<file path="config.mk">
export PLATFORM = sky130hd
export DESIGN_NAME = vrq_ctrl_flat
export DESIGN_NICKNAME = d
export VERILOG_FILES = /design/src/sv/vrq_pkg.sv /design/src/sv/vrq_req_if.sv /design/src/sv/vrq_ctrl.sv /design/src/flat_wrapper.sv
export SDC_FILE = /design/constraint.sdc
export NUM_CORES = 1
export LEC_CHECK = 0
export BUFFER_PORTS_ARGS = -buffer_cell sky130_fd_sc_hd__buf_4
export CAP_MARGIN = 40
export CELL_PAD_IN_SITES_DETAIL_PLACEMENT = 0
export CELL_PAD_IN_SITES_GLOBAL_PLACEMENT = 1
export CORE_ASPECT_RATIO = 0.75
export CORE_MARGIN = 2
export CORE_UTILIZATION = 45
export DETAILED_ROUTE_END_ITERATION = 16
export GPL_TIMING_DRIVEN = 0
export PLACE_DENSITY = 0.92
export SLEW_MARGIN = 20
export SYNTH_ARGS = -nofsm -noshare
export SYNTH_HDL_FRONTEND = slang
export SYNTH_SLANG_ARGS = --single-unit
</file>
<file path="constraint.sdc">
create_clock -name i_clk -period 11.03 [get_ports i_clk]
set_input_delay 0 -clock i_clk [delete_from_list [all_inputs] [get_ports i_clk]]
set_output_delay 0 -clock i_clk [all_outputs]
set_load 0.1 [all_outputs]
</file>
<file path="src/sv/vrq_pkg.sv">
`default_nettype none

package vrq_pkg;

    localparam int unsigned CAPACITY     = 4096;
    localparam int unsigned HEADER_SIZE  = 8;
    localparam int unsigned START_OFFSET = 16;
    localparam int unsigned TYPE_BITS    = 8;

    localparam int unsigned ADDR_W = $clog2(CAPACITY);
    localparam int unsigned LEN_W  = 13;
    localparam int unsigned CNT_W  = 13;

    localparam logic [LEN_W-1:0] START_OFF = LEN_W'(START_OFFSET);
    localparam logic [LEN_W-1:0] HDR_LEN   = LEN_W'(HEADER_SIZE);
    localparam logic [LEN_W-1:0] CAP_LEN   = LEN_W'(CAPACITY);
    localparam logic [CNT_W-1:0] CNT_MAX   = '1;

    typedef enum logic [1:0] {
        OP_PUSH = 2'd0,
        OP_PEEK = 2'd1,
        OP_POP  = 2'd2,
        OP_NOP  = 2'd3
    } t_op;

    typedef enum logic [1:0] {
        ST_OK      = 2'd0,
        ST_FULL    = 2'd1,
        ST_EMPTY   = 2'd2,
        ST_BAD_LEN = 2'd3
    } t_status;

    typedef enum logic [1:0] {
        S_IDLE,
        S_EXEC,
        S_READ
    } t_state;

    typedef struct packed {
        logic                 pad;
        logic [TYPE_BITS-1:0] typ;
        logic [LEN_W-1:0]     len;
    } t_hdr;

    typedef struct packed {
        logic              en;
        logic [ADDR_W-1:0] addr;
        t_hdr              data;
    } t_mem_wr;

    typedef struct packed {
        t_status              status;
        logic [ADDR_W-1:0]    offset;
        logic [LEN_W-1:0]     len;
        logic [TYPE_BITS-1:0] typ;
        logic [CNT_W-1:0]     count;
    } t_result;

    typedef struct packed {
        logic    done;
        logic    wrap;
        logic    rd;
        logic    wr_pad;
        logic    wr_rec;
        t_status status;
    } t_act;

endpackage

`default_nettype wire

</file>
<file path="src/sv/vrq_req_if.sv">
`default_nettype none

interface vrq_req_if;
    import vrq_pkg::*;

    logic                 valid;
    logic                 ready;
    logic [1:0]           operation;
    logic [LEN_W-1:0]     record_length;
    logic [7:0]           record_type;

    modport source (output valid, output operation, output record_length,
                    output record_type, input ready);
    modport sink   (input valid, input operation, input record_length,
                    input record_type, output ready);
endinterface

`default_nettype wire

</file>
<file path="src/sv/vrq_ctrl.sv">
`default_nettype none

module vrq_ctrl (
    input  wire logic                       i_clk,
    input  wire logic                       i_rst_n,
    vrq_req_if.sink                         i_req,
    input  wire logic [vrq_pkg::LEN_W-1:0]  i_region_size,
    input  wire logic                       i_slot_free,
    input  wire vrq_pkg::t_hdr              i_rd_data,
    output vrq_pkg::t_mem_wr                o_wr,
    output logic                            o_rd_en,
    output logic [vrq_pkg::ADDR_W-1:0]      o_rd_addr,
    output logic                            o_done,
    output vrq_pkg::t_result                o_result
);
    import vrq_pkg::*;

    t_state               r_state, n_state;
    t_op                  r_op, n_op;
    logic [LEN_W-1:0]     r_len, n_len;
    logic [TYPE_BITS-1:0] r_typ, n_typ;
    logic [LEN_W-1:0]     r_wo, n_wo;
    logic [LEN_W-1:0]     r_ro, n_ro;
    logic [CNT_W-1:0]     r_cnt, n_cnt;
    logic                 r_wrapped, n_wrapped;
    logic                 r_chk_pad, n_chk_pad;

    logic [LEN_W-1:0]     w_size;
    logic [LEN_W:0]       w_wo_len, w_wo_hdr, w_ro_hdr, w_ro_len;
    logic                 w_accept;
    t_act                 w_act;

    assign i_req.ready = (r_state == S_IDLE);
    assign w_accept    = i_req.valid && i_req.ready;

    assign w_size   = (i_region_size > CAP_LEN) ? CAP_LEN : i_region_size;
    assign w_wo_len = {1'b0, r_wo} + {1'b0, r_len};
    assign w_wo_hdr = {1'b0, r_wo} + {1'b0, HDR_LEN};
    assign w_ro_hdr = {1'b0, r_ro} + {1'b0, HDR_LEN};
    assign w_ro_len = {1'b0, r_ro} + {1'b0, i_rd_data.len};

    // one step of the push / find-oldest walk
    always_comb begin
        w_act        = '0;
        w_act.status = ST_OK;
        case (r_state)
            S_EXEC: begin
                if (i_slot_free) begin
                    case (r_op)
                        OP_PUSH: begin
                            if (r_len < HDR_LEN) begin
                                w_act.done   = 1'b1;
                                w_act.status = ST_BAD_LEN;
                            end else if (r_wo >= r_ro) begin
                                if (w_wo_len >= {1'b0, w_size}) begin
                                    w_act.wr_pad = (w_wo_hdr <= {1'b0, w_size});
                                    if (r_ro == START_OFF || r_wrapped) begin
                                        w_act.done   = 1'b1;
                                        w_act.status = ST_FULL;
                                    end else begin
                                        w_act.wrap = 1'b1;
                                    end
                                end else begin
                                    w_act.wr_rec = 1'b1;
                                    w_act.done   = 1'b1;
                                end
                            end else if (w_wo_len >= {1'b0, r_ro}) begin
                                w_act.done   = 1'b1;
                                w_act.status = ST_FULL;
                            end else begin
                                w_act.wr_rec = 1'b1;
                                w_act.done   = 1'b1;
                            end
                        end
                        OP_PEEK, OP_POP: begin
                            if (r_wo > r_ro) begin
                                if ({1'b0, r_wo} >= w_ro_hdr) begin
                                    w_act.rd = 1'b1;
                                end else begin
                                    w_act.done   = 1'b1;
                                    w_act.status = ST_EMPTY;
                                end
                            end else if (r_wo == r_ro) begin
                                w_act.done   = 1'b1;
                                w_act.status = ST_EMPTY;
                            end else if (w_ro_hdr <= {1'b0, w_size}) begin
                                w_act.rd = 1'b1;
                            end else if (r_wrapped) begin
                                w_act.done   = 1'b1;
                                w_act.status = ST_EMPTY;
                            end else begin
                                w_act.wrap = 1'b1;
                            end
                        end
                        default: begin
                            w_act.done = 1'b1;
                        end
                    endcase
                end
            end
            S_READ: begin
                if (i_slot_free) begin
                    if (r_chk_pad && i_rd_data.pad) begin
                        if (r_wrapped) begin
                            w_act.done   = 1'b1;
                            w_act.status = ST_EMPTY;
                        end else begin
                            w_act.wrap = 1'b1;
                        end
                    end else begin
                        w_act.done = 1'b1;
                    end
                end
            end
            default: ;
        endcase
    end

    always_comb begin
        n_state = r_state;
        case (r_state)
            S_IDLE: begin
                if (w_accept) begin
                    n_state = S_EXEC;
                end
            end
            S_EXEC: begin
                if (w_act.done) begin
                    n_state = S_IDLE;
                end else if (w_act.rd) begin
                    n_state = S_READ;
                end
            end
            S_READ: begin
                if (w_act.done) begin
                    n_state = S_IDLE;
                end else if (w_act.wrap) begin
                    n_state = S_EXEC;
                end
            end
            default: n_state = S_IDLE;
        endcase
    end

    always_comb begin
        n_op      = r_op;
        n_len     = r_len;
        n_typ     = r_typ;
        n_wo      = r_wo;
        n_ro      = r_ro;
        n_cnt     = r_cnt;
        n_wrapped = r_wrapped;
        n_chk_pad = r_chk_pad;

        if (w_accept) begin
            n_op      = t_op'(i_req.operation);
            n_len     = i_req.record_length;
            n_typ     = i_req.record_type[TYPE_BITS-1:0];
            n_wrapped = 1'b0;
        end

        if (w_act.wrap) begin
            n_wrapped = 1'b1;
            if (r_op == OP_PUSH) begin
                n_wo = START_OFF;
            end else begin
                n_ro = START_OFF;
            end
        end

        if (w_act.rd) begin
            n_chk_pad = (r_wo <= r_ro);
        end

        if (w_act.wr_rec) begin
            n_wo = w_wo_len[LEN_W-1:0];
            if (r_cnt != CNT_MAX) begin
                n_cnt = r_cnt + 1'b1;
            end
        end

        if (r_state == S_READ && w_act.done && w_act.status == ST_OK && r_op == OP_POP) begin
            n_ro = (w_ro_len > {1'b0, CAP_LEN}) ? CAP_LEN : w_ro_len[LEN_W-1:0];
            if (r_cnt != '0) begin
                n_cnt = r_cnt - 1'b1;
            end
        end

        o_wr.en   = w_act.wr_pad || w_act.wr_rec;
        o_wr.addr = r_wo[ADDR_W-1:0];
        if (w_act.wr_pad) begin
            o_wr.data.pad = 1'b1;
            o_wr.data.typ = '0;
            o_wr.data.len = w_size - r_wo;
        end else begin
            o_wr.data.pad = 1'b0;
            o_wr.data.typ = r_typ;
            o_wr.data.len = r_len;
        end

        o_rd_en   = w_act.rd;
        o_rd_addr = r_ro[ADDR_W-1:0];

        o_done          = w_act.done;
        o_result        = '0;
        o_result.status = w_act.status;
        o_result.count  = n_cnt;
        if (w_act.status == ST_OK) begin
            if (w_act.wr_rec) begin
                o_result.offset = r_wo[ADDR_W-1:0];
            end else if (r_state == S_READ) begin
                o_result.offset = r_ro[ADDR_W-1:0];
                o_result.len    = i_rd_data.len;
                o_result.typ    = i_rd_data.typ;
            end
        end
    end

    always_ff @(posedge i_clk) begin
        if (!i_rst_n) begin
            r_state   <= S_IDLE;
            r_wo      <= START_OFF;
            r_ro      <= START_OFF;
            r_cnt     <= '0;
            r_wrapped <= 1'b0;
            r_chk_pad <= 1'b0;
        end else begin
            r_state   <= n_state;
            r_wo      <= n_wo;
            r_ro      <= n_ro;
            r_cnt     <= n_cnt;
            r_wrapped <= n_wrapped;
            r_chk_pad <= n_chk_pad;
        end
    end

    always_ff @(posedge i_clk) begin
        r_op  <= n_op;
        r_len <= n_len;
        r_typ <= n_typ;
    end

endmodule

`default_nettype wire

</file>
<file path="src/flat_wrapper.sv">
// flat-port wrapper written by rule: the top's interface ports become plain ports
module vrq_ctrl_flat import vrq_pkg::*;
  (i_clk, i_rst_n, i_region_size, i_slot_free, i_rd_data, o_wr, o_rd_en, o_rd_addr, o_done, o_result, i_req_valid, i_req_operation, i_req_record_length, i_req_record_type, i_req_ready);
  vrq_req_if i_req_i ();
  input  wire logic i_clk;
  input  wire logic i_rst_n;
  input  wire logic [vrq_pkg::LEN_W-1:0] i_region_size;
  input  wire logic i_slot_free;
  input  wire vrq_pkg::t_hdr i_rd_data;
  output vrq_pkg::t_mem_wr o_wr;
  output logic o_rd_en;
  output logic [vrq_pkg::ADDR_W-1:0] o_rd_addr;
  output logic o_done;
  output vrq_pkg::t_result o_result;
  input wire logic [$bits(i_req_i.valid)-1:0] i_req_valid;
  input wire logic [$bits(i_req_i.operation)-1:0] i_req_operation;
  input wire logic [$bits(i_req_i.record_length)-1:0] i_req_record_length;
  input wire logic [$bits(i_req_i.record_type)-1:0] i_req_record_type;
  output wire logic [$bits(i_req_i.ready)-1:0] i_req_ready;
  assign i_req_i.valid = i_req_valid;
  assign i_req_i.operation = i_req_operation;
  assign i_req_i.record_length = i_req_record_length;
  assign i_req_i.record_type = i_req_record_type;
  assign i_req_ready = i_req_i.ready;
  vrq_ctrl u_core (.i_clk(i_clk), .i_rst_n(i_rst_n), .i_req(i_req_i), .i_region_size(i_region_size), .i_slot_free(i_slot_free), .i_rd_data(i_rd_data), .o_wr(o_wr), .o_rd_en(o_rd_en), .o_rd_addr(o_rd_addr), .o_done(o_done), .o_result(o_result));
endmodule
</file>
* After elaboration in Yosys (flattened, before gate mapping)
Index checks and enable logic that the tools add are counted.
** Cells by class
- Div/mod/pow operators :: 0
- $mul :: 0
- Equality and inequality tests :: 11
- Add/sub/neg operators :: 7
- Shifts and indexed selects :: 0
- Bitwise operators :: 0
- Multiplexer cells :: 73
- Order comparisons :: 11
- Reduce and logical (&&, ||, !) cells :: 19
** Operators by type and width (number)
- $mux 13 :: 12
- $mux 33 :: 2
- $mux 2 :: 18
- $mux 1 :: 29
- $add 13x13->14 :: 2
- $add 13x4->14 const B :: 2
- $ge 14x13->1 :: 2
- $le 14x13->1 :: 2
- $mux 22 :: 1
- $mux 21 :: 1
- $ge 13x14->1 :: 1
- $gt 14x13->1 const B :: 1
- $add 13x1->13 const B :: 1
- $eq 13x13->1 :: 1
- $eq 13x5->1 const B :: 1
- $ge 13x13->1 :: 1
- $gt 13x13->1 :: 1
- $gt 13x13->1 const B :: 1
- $le 13x13->1 :: 1
- $lt 13x4->1 const B :: 1
- $ne 13x13->1 const B :: 1
- $reduce_bool 13->1 :: 1
- $sub 13x1->13 const B :: 1
- $sub 13x13->13 :: 1
- 18 further kinds :: 36
** Storage, ports and cells
- Output and inout port bits :: 98
- Memories :: 0
- Input port bits :: 62
- Latch bits :: 0
- Logic and storage cells :: 130
- Register bits :: 66
- RAM bits :: 0
- Bits in read-only memories :: 0

* Logic depth before layout (Yosys ltp)
Gate-level depths: netlist of run 1.
- Depth after elaboration :: 14
- Mapped depth :: 22
- Mapped depth without buffers :: 20

* Worst setup path before layout of run 1
No wires, ideal clock.
- Path kind :: register to output
- Start :: reg u_core.r_len[0]
- End :: out o_result[6] in the netlist's numbering
- Buffers on the path :: 2
- Setup slack :: 4802 ps
- Stages on the path, launching flop included :: 22
- Required time :: 11030 ps
- Arrival :: 6228 ps
- Path through :: edfxtp_1 ha_1 fa_1 a21o_1 a21o_1 a21oi_1 o21ai_0 a311oi_1 o21bai_1 a21oi_1 xnor2_1 ha_1 a21oi_1 o211ai_1 a21oi_1 a41oi_2 o21a_1 or3b_1 buf_6 buf_12 mux2i_4 xnor2_1
** RTL lines
- from (decl) :: RTL line vrq_ctrl.sv:20 : logic [LEN_W-1:0] r_len, n_len;
- from (signal assigned) :: RTL line vrq_ctrl.sv:239 : r_len <= n_len;
- to (decl) :: RTL line flat_wrapper.sv:14 : output vrq_pkg::t_result o_result;

==> results.json, run 1 <==
{
  "status": "finished clean",
  "fmax_ghz": 0.168,
  "wl_per_cell_um": 17.4,
  "period_needed_ps": 5960,
  "grt_max_degree": 20,
  "post-route-drc-count": 0,
  "antennaDiodeCount": 0,
  "numCtsBuffers": 9,
  "arrival_ps": 5960,
  "drtAntennaViolNets": 0,
  "grt_pass1_wl_um": 37400,
  "synth_area_um2": 7780,
  "maxCapViolCount": 0,
  "powerDensity_nw_per_um2": 127,
  "timing.rr.start": "u_core.r_wo[0]$_SDFFE_PN0P_",
  "yosysWarningCount": 0,
  "timing_worst_setup_path_type": "register to output port",
  "rows": 41,
  "min_from": "i_req_valid",
  "setup_tns_ps": 0,
  "r2r_end": "u_core.r_wo[0]$_SDFFE_PN0P_",
  "post_cts_buffers": 0,
  "portBuffers": 159,
  "layout_common_cells": "184 x buf_4, 125 x ha_1, 80 x inv_1",
  "critPathMaxFanout": 10,
  "grt_use_total_pct": 25.7,
  "post_cts_resized": 0,
  "die_h_um": 118,
  "min_path_type": "input pin to register",
  "slowest_delay_ps": 490,
  "wl_met1_um": 12100,
  "met3_length_um": 1520,
  "htreeDepth": 3,
  "start_kind": "register",
  "hpwlAfterDp_um": 18900,
  "rsz0062_at_grt": "no",
  "clk-insertion-delay-late_ps": 350,
  "design.core.area_um2": 16900,
  "period_share_pct": 54.1,
  "clk_pin_slew_ps": 50,
  "clock-root-buffer": "clkbuf_16",
  "nets": 1326,
  "synth_flop_cell": "dfxtp_1",
  "finalSetupViolations": 0,
  "placed_area_um2": 9260,
  "area_growth_syn_to_layout_pct": 25.8,
  "layout_commonest_cell": "buf_4",
  "die_area_um2": 18400,
  "yosys.area.top_type": "ha_1",
  "vias": 7536,
  "finalClockSkew_ps": 9.55,
  "slew_headroom_pct": 55.9,
  "synth.distinct_cells": 80,
  "synth_area_per_cell_um2": 8.26,
  "finalPower_mw": 1.24,
  "cts_tree": "done",
  "required_ps": 11030,
  "cts_buffer_depth": 2,
  "synth_edf_count": 23,
  "ctsHoldBuffers": 23,
  "holdPathEnd": "u_core.r_wrapped$_SDFFE_PN0P_",
  "fin_area_um2": 9780,
  "gp_congestion": 0.898,
  "dr.pass1.iters": 7,
  "grt_remaining_overflow": 0,
  "initialDrtViolationCount": 528,
  "postSynthCellCount": 942,
  "drv_slew": 0,
  "totalWireLength_um": 23600,
  "top_layer": "met4",
  "wl_met2_um": 9700,
  "hold_viol": 0,
  "viasPerCell": 5.56,
  "start_util_pct": 46.1,
  "p_leak_nw": 4.59,
  "synth_top_area_share_pct": 20.1,
  "die_w_um": 156,
  "synth_seq_cells": 66,
  "crit_chain": "ha_1, fa_1, a21o_1, a21o_1, a21oi_1, o21ai_0, a311oi_1, o21bai_1, a21oi_1, xnor2_1, ha_1, a21oi_1, o211ai_1, a21oi_1, a41oi_2, nor3_1, clkbuf_1, buf_1, nand2_1, a21oi_1, buf_4",
  "final_util_pct": 58.0,
  "synth-seq-area-share_pct": 19.9,
  "r2r_slack_ps": 5480,
  "layout-drive-gt1-share_pct": 21.0,
  "vdd_drop_max_v": 0.000148,
  "worst_pin_slew_ps": 662,
  "holdPathStages": 4,
  "first_global_vias": 7000,
  "synth_nets": 1132,
  "synth-async-reset-ratio_pct": 0,
  "cts.sinks": 66,
  "endpoint_kind": "output port",
  "critical-path-slowest-cell": "buf_1",
  "crit_top_cell": "a21oi_1",
  "critPathLaunch": "u_core.r_wo[0]$_SDFFE_PN0P_",
  "antenna_found_initial": 0,
  "pin_count": 160,
  "reg2reg_depth": 21,
  "synth_top_cells_by_area": "ha_1 20%, dfxtp_1 11%, edfxtp_1 8.9%"
}
-- state kept, by name (all words and copies together), names as in the netlist --
signal	cells
u_core.r_wo	13
u_core.r_ro	13
u_core.r_wrapped	1
u_core.r_len	13
u_core.r_chk_pad	1
u_core.r_op	2
u_core.r_cnt	13
u_core.r_state	2
u_core.r_typ	8
-- critical path: cells and delay by family, from the launching register on --
| kind | cells | cell delay (ps) |
|---|---|---|
| flip-flops | 1 | 380 |
| adder cells (fa/ha/maj) | 3 | 1000 |
| XOR/XNOR | 1 | 220 |
| AND/OR/NAND/NOR | 2 | 500 |
| AO/OA/AOI/OAI | 12 | 2250 |
| buffers and inverters | 3 | 1260 |
-- synthesized netlist by cell type, types with 14 or more instances --
library cell	number
clkbuf_1	17
buf_4	25
nor2b_1	16
a21oi_1	63
edfxtp_1	23
nand4_1	18
mux2i_1	19
nand3_1	48
nor2_1	50
inv_1	80
and3_1	14
dfxtp_1	43
nor3_1	26
and2_1	24
nand2b_1	17
nand2_1	71
a21o_1	19
ha_1	125
o21ai_0	22
xnor2_1	43
-- power by group --
part	switching, mW	internal, mW	leakage [nW]
sequential	0.0197	0.278	0.567
combinational	0.458	0.194	3.89
clock	0.114	0.180	0.139
-- layer usage --
metal / GRT usage (%) / up-vias
li1: - / 3762
met1: 40.1 / 3522
met2: 36.8 / 232
met3: 4.38 / 20
met4: 4.82 / 0
met5: 0 / -
-- worst max path at each step --
stage | to | slack [ps] | cells past startpoint
after detailed placement | o_result[34] | 5580 | 21
after global routing | o_result[39] | 4650 | 22
final | o_result[34] | 5070 | 21
after CTS | o_result[34] | 5160 | 21
after floorplan | o_result[6] | 4800 | 21
after global placement | o_result[30] | 5600 | 21
-- through the flow --
| step | cells | hold slack, ps | setup WS, ps |
|---|---|---|---|
| after global routing | 1356 | 47.0 | 4650 |
| after floorplan | 942 | 98.9 | 4800 |
| after CTS | 1356 | 33.5 | 5160 |
| final | 1356 | 38.8 | 5070 |
| after detailed placement | 1317 | 179 | 5580 |
| after global placement | 1316 | 179 | 5600 |
-- cells by family (layout without fill, tap and decap cells) --
family	Yosys count	in the layout	synth area share, %
flops	66	66	19.9
simple gates	324	324	21.8
compound gates	198	198	17.6
fa+ha+maj	128	128	20.9
xor+xnor	56	56	6.31
mux	36	36	5.41
buf+inv	134	333	8.12
-- cell type report --
| type | instances | area [um^2] |
|---|---|---|
| plain buffers | 53 | 328 |
| clock buffers | 11 | 243 |
| clock inverters | 5 | 53.8 |
| fillers | 1540 | 7100 |
| inverters | 81 | 304 |
| multi-input cells | 742 | 5590 |
| flip-flops and latches | 66 | 1550 |
| well taps | 215 | 269 |
| repair buffers | 183 | 1440 |
Note: power is estimated with default switching activity, not from simulation.
==> inputs of run 2 (changes only) <==
CORE_UTILIZATION = 42   (was 45)
PLACE_DENSITY = 0.87   (was 0.92)
clock period = 6.2 ns   (was 11.03 ns; I/O delays follow)
==> run 2 against run 1 <==
Core utilization down 4.2 points. Register-to-register slack got worse by 4800 ps. Power increased by 75%. Critical endpoint unchanged. Routed wire length rose by 0.75%. Largest power group unchanged. Via count fell by 1.3%. Sequential share of layout area shrank 0.083 points. Clock power up 67%. Final area is 0.52% higher. Sequential power up 78%. Clock skew up 1.2 ps. First-iteration DRC count is 11% higher. Critical path depth is the same.
==> results.json, run 2 (synthesized netlist as in run 1, its figures left out) <==
{
  "cts_tree": "done",
  "p_leak_nw": 4.63,
  "r2r_end": "u_core.r_wo[7]$_SDFFE_PN0P_",
  "start_util_pct": 42.5,
  "grt_pass1_wl_um": 37300,
  "hpwlAfterDp_um": 18900,
  "holdPathStages": 4,
  "status": "finished clean",
  "drv_slew": 0,
  "finalSetupViolations": 0,
  "die_area_um2": 19600,
  "layout_common_cells": "184 x buf_4, 125 x ha_1, 80 x inv_1",
  "viasPerCell": 5.36,
  "crit_chain": "ha_1, fa_1, a21o_1, a21o_1, a21oi_1, o21ai_0, a311oi_1, o21bai_1, a21oi_1, xnor2_1, ha_1, a21oi_1, o211ai_1, a21oi_1, a41oi_2, nor3_1, clkbuf_1, buf_1, nand2_1, a21oi_1, buf_4",
  "min_from": "i_req_valid",
  "pin_count": 160,
  "vias": 7438,
  "initialDrtViolationCount": 584,
  "finalClockSkew_ps": 10.7,
  "htreeDepth": 3,
  "grt_max_degree": 20,
  "die_h_um": 122,
  "gp_congestion": 0.902,
  "powerDensity_nw_per_um2": 222,
  "finalPower_mw": 2.18,
  "layout_commonest_cell": "buf_4",
  "crit_family": "compound AO/OA/AOI/OAI gates",
  "cts_buffer_depth": 2,
  "slew_headroom_pct": 56.3,
  "r2r_slack_ps": 700,
  "required_ps": 6200,
  "design.core.area_um2": 18300,
  "die_w_um": 161,
  "dr.pass1.iters": 5,
  "maxCapViolCount": 0,
  "path_depth": 21,
  "rows": 43,
  "portBuffers": 159,
  "clock-root-buffer": "clkbuf_16",
  "antennaDiodeCount": 0,
  "first_global_vias": 6880,
  "drtAntennaViolNets": 0,
  "hold_viol": 0,
  "clk_pin_slew_ps": 60,
  "min_path_type": "input pin to register",
  "start_kind": "register",
  "reg2reg_depth": 20,
  "critPathMaxFanout": 10,
  "path_buf_inv": 3,
  "post-route-drc-count": 0,
  "timing.rr.start": "u_core.r_wo[0]$_SDFFE_PN0P_",
  "worst_pin_slew_ps": 656,
  "grt_use_total_pct": 24.1,
  "antenna_found_initial": 0,
  "slowest_delay_ps": 480,
  "nets": 1325,
  "cts.sinks": 66,
  "rsz0062_at_grt": "no",
  "timing_worst_setup_path_type": "register to output port",
  "clk-insertion-delay-late_ps": 360,
  "fmax_ghz": 0.171,
  "endpoint_kind": "output port",
  "layout-drive-gt1-share_pct": 21.7,
  "period_share_pct": 94.4,
  "period_needed_ps": 5850,
  "wl_per_cell_um": 17.1,
  "area_growth_syn_to_layout_pct": 26.4,
  "critical-path-slowest-cell": "clkbuf_1",
  "setup_tns_ps": 0,
  "totalWireLength_um": 23700,
  "holdPathEnd": "u_core.r_wrapped$_SDFFE_PN0P_",
  "vdd_drop_max_v": 0.000251,
  "grt_remaining_overflow": 0,
  "crit_top_cell": "a21oi_1",
  "numCtsBuffers": 9,
  "arrival_ps": 5850
}
run 2: per-stage QoR:
step	area (um^2)	setup slack [ps]	hold slack [ps]	instances	utilization (%)
6_report	9830	347	35.3	1387	53.8
5_1_grt	9830	13.1	46.8	1387	53.8
4_1_cts	9840	338	22.1	1388	53.8
3_5_place_dp	9330	756	179	1349	51.0
3_3_place_gp	9320	769	178	1348	50.9
2_1_floorplan	7820	1.05	98.9	942	-
run 2: repair_timing:
item                       4_1_cts  5_1_grt
setup buffers                    0        0
hold buffers                    23        0
hold endpoints to repair        23        0
resized for setup                0        2
setup endpoints to repair        0        4
run 2: report_power, final:
part | total [mW] | switching, mW | internal (mW)
logic | 1.16 | 0.814 | 0.345
registers | 0.530 | 0.0349 | 0.495
clock network | 0.491 | 0.211 | 0.279
run 2: routing by layer:
metal	up-vias	global-route usage, %	share of wire, %
met5	-	0	0
met4	0	5.64	1.4
met3	22	3.92	6.4
met2	227	34.6	40
met1	3433	37.1	52
li1	3756	-	-
run 2: worst max-delay path by stage:
stage                         to                         from
floorplan            o_result[7]    u_core.r_len[0]$_DFFE_PP_
global placement    o_result[39]  u_core.r_wo[0]$_SDFFE_PN0P_
CTS                 o_result[44]  u_core.r_wo[0]$_SDFFE_PN0P_
global route        o_result[34]  u_core.r_wo[0]$_SDFFE_PN0P_
detailed placement  o_result[44]  u_core.r_wo[0]$_SDFFE_PN0P_
finish              o_result[34]  u_core.r_wo[0]$_SDFFE_PN0P_
run 2: worst register-to-register path, stage by stage (launching register included):
cell and delay [ps]:
dfxtp_1 380, ha_1 260, fa_1 410, a21o_1 200, a21o_1 210, a21oi_1 220
o21ai_0 220, a311oi_1 320, o21bai_1 100, a21oi_1 200, xnor2_1 210, ha_1 310
a21oi_1 140, o211ai_1 130, or2_2 380, nand3_1 100, o221ai_1 300, o21ai_0 570
clkbuf_1 520, a22oi_1 130, nor2_1 110
run 2: layout make-up:
class                      count  area [um^2]
clock inverter                 5         30.0
clock buffer                  11          243
multi-input combinational    742         5630
buffer                        52          325
sequential                    66         1550
inverter                      81          304
fill                        1774         8460
tap                          247          309
timing repair buffer         183         1440
==> inputs of run 3 (changes only) <==
SETUP_SLACK_MARGIN = 0.5   (was unset)
==> run 3 against run 2 <==
Global-route usage up 0.14 points. Combinational power about the same. Maximum frequency up 7.1%. Routed wire length up 0.54%. Final area up 2.1%. Clock power up 2%. Non-clock buffer count up 1. Worst hold slack worse by 8.2 ps. Core utilization up 1.1 points. Sequential cell count unchanged. Sequential power about the same.
==> results.json, run 3 (synthesized netlist as in run 1, its figures left out) <==
{
  "vias": 7467,
  "antennaDiodeCount": 0,
  "finalSetupViolations": 0,
  "status": "finished clean",
  "critPathMaxFanout": 10,
  "clock-root-buffer": "clkbuf_16",
  "die_area_um2": 19600,
  "holdPathEnd": "u_core.r_wrapped$_SDFFE_PN0P_",
  "r2r_end": "u_core.r_wo[7]$_SDFFE_PN0P_",
  "maxCapViolCount": 0,
  "worst_pin_slew_ps": 771,
  "wl_per_cell_um": 17.2,
  "critical-path-slowest-cell": "fa_1",
  "final_cells": 1388,
  "fin_area_um2": 10000,
  "grt_use_met2_pct": 34.9,
  "comb_power_share_pct": 53.1,
  "cts.sinks": 66,
  "die_w_um": 161,
  "layout_commonest_cell": "buf_4",
  "post-route-drc-count": 0,
  "slew_headroom_pct": 48.6,
  "start_kind": "register",
  "p_switching_mw": 1.05,
  "period_share_pct": 88.1,
  "dr.pass1.iters": 5,
  "die_h_um": 122,
  "grt_remaining_overflow": 0,
  "grt_use_total_pct": 24.2,
  "p_leak_nw": 4.72,
  "vdd_drop_max_v": 0.000195,
  "timing.rr.start": "u_core.r_len[0]$_DFFE_PP_",
  "rsz0062_at_grt": "no",
  "gp_congestion": 0.922,
  "grt_pass1_wl_um": 37300,
  "timing_worst_setup_path_type": "register to output port",
  "area_growth_syn_to_layout_pct": 29.1,
  "antenna_found_initial": 0,
  "viasPerCell": 5.38,
  "nets": 1326,
  "r2r_slack_ps": 990,
  "numCtsBuffers": 9,
  "drtAntennaViolNets": 0,
  "first_global_vias": 6785,
  "rows": 43,
  "holdPathStages": 4,
  "clkPwrFrac_pct": 22.8,
  "met3_usage_pct": 3.95,
  "grt_max_degree": 21,
  "top_usage_layer": "met1",
  "use_met1_pct": 37.5,
  "cts_buffer_depth": 2,
  "arrival_ps": 5460,
  "clk_pin_slew_ps": 60,
  "internal-power_mw": 1.14,
  "portBuffers": 159,
  "powerDensity_nw_per_um2": 219,
  "crit_chain": "ha_1, fa_1, a21o_1, a21o_1, a21oi_2, o21ai_1, a311oi_1, o21bai_1, a21oi_2, xnor2_2, ha_1, a21oi_1, o211ai_1, or2_4, a21o_1, and3_4, or3b_1, buf_6, buf_12, mux2i_4, xnor2_2, buf_4",
  "crit_top_cell": "a21o_1",
  "layout-drive-gt1-share_pct": 24.2,
  "start_util_pct": 42.5,
  "endpoint_kind": "output port",
  "setup_tns_ps": 0,
  "reg2reg_depth": 21,
  "cts_tree": "done",
  "totalWireLength_um": 23900,
  "design.core.area_um2": 18300,
  "hold_viol": 0,
  "htreeDepth": 3,
  "drv_slew": 0,
  "period_needed_ps": 5460,
  "layout_common_cells": "177 x buf_4, 125 x ha_1, 80 x inv_1",
  "seq_power_share_pct": 24.1,
  "initialDrtViolationCount": 487,
  "finalClockSkew_ps": 11.3,
  "placed_area_um2": 9410,
  "pin_count": 160,
  "clk-insertion-delay-late_ps": 350,
  "sw_frac_of_total_pct": 48.0,
  "fmax_ghz": 0.183,
  "hpwlAfterDp_um": 18900,
  "min_path_type": "input pin to register",
  "min_from": "i_req_valid",
  "required_ps": 6200,
  "place_inst": 1349,
  "slowest_delay_ps": 410
}
==> run 3: changes by cell type in the layout (fill, tap and decap cells not counted), sizes merged <==
cell	change
clkinv	-1
buf	-1
clkbuf	+3
==> run 3: worst max path at each step <==
stage	startpoint	slack, ps	cells after the start	to
floorplan	u_core.r_len[0]$_DFFE_PP_	180	17	o_wr[0]
global placement	u_core.r_wo[0]$_SDFFE_PN0P_	750	21	o_result[24]
detailed placement	u_core.r_wo[0]$_SDFFE_PN0P_	710	21	o_result[32]
CTS	u_core.r_wo[0]$_SDFFE_PN0P_	500	22	o_result[9]
global route	u_core.r_len[0]$_DFFE_PP_	520	21	o_result[31]
finish	u_core.r_len[0]$_DFFE_PP_	740	22	o_result[4]
==> run 3: power groups by stage <==
stage	sequential, mW	clock [mW]	combinational (mW)
floorplan	0.524	0	0.875
global placement	0.539	0	1.12
detailed placement	0.539	0	1.13
CTS	0.529	0.506	1.15
global route	0.534	0.521	1.25
finish	0.530	0.500	1.17
==> run 3: critical path: cells and delay by family (launching register included) <==
family                   cells  cell delay [ps]
AO/OA/AOI/OAI               10             1830
XOR/XNOR                     2              290
adder cells (fa/ha/maj)      3              920
buffers and inverters        3              610
flip-flops                   1              380
multiplexers                 1              210
AND/OR/NAND/NOR              3              850
==> run 3: timing repair <==
| action | in CTS | in global routing |
|---|---|---|
| hold endpoints to repair | 23 | 0 |
| hold buffers | 23 | 0 |
| gates resized for setup | 7 | 27 |
| setup endpoints to repair | 37 | 44 |
| gates cloned | 0 | 0 |
| buffers inserted | 0 | 0 |
==> run 3: area by class of cell <==
type / instances / area, um^2
clock inverter: 4 / 25.0
tap: 247 / 309
sequential: 66 / 1550
clock buffer: 12 / 258
timing repair buffer: 183 / 1470
inverter: 81 / 304
buffer: 53 / 339
multi-input combinational: 742 / 5780
fill: 1788 / 8250
==> run 3: metrics by stage <==
stage | power (mW) | setup slack [ps] | util, % | hold slack, ps
3_5_place_dp | 1.67 | 713 | 51.4 | 179
4_1_cts | 2.19 | 504 | 54.3 | 32.9
5_1_grt | 2.30 | 518 | 54.9 | 46.1
2_1_floorplan | 1.40 | 178 | - | 98.9
3_3_place_gp | 1.65 | 755 | 51.4 | 178
6_report | 2.20 | 737 | 54.9 | 27.1
==> run 3: metal layers <==
layer / up-vias / wire length, um
met5: - / 0
li1: 3759 / -
met2: 222 / 9810
met3: 20 / 1440
met4: 0 / 289
met1: 3466 / 12300
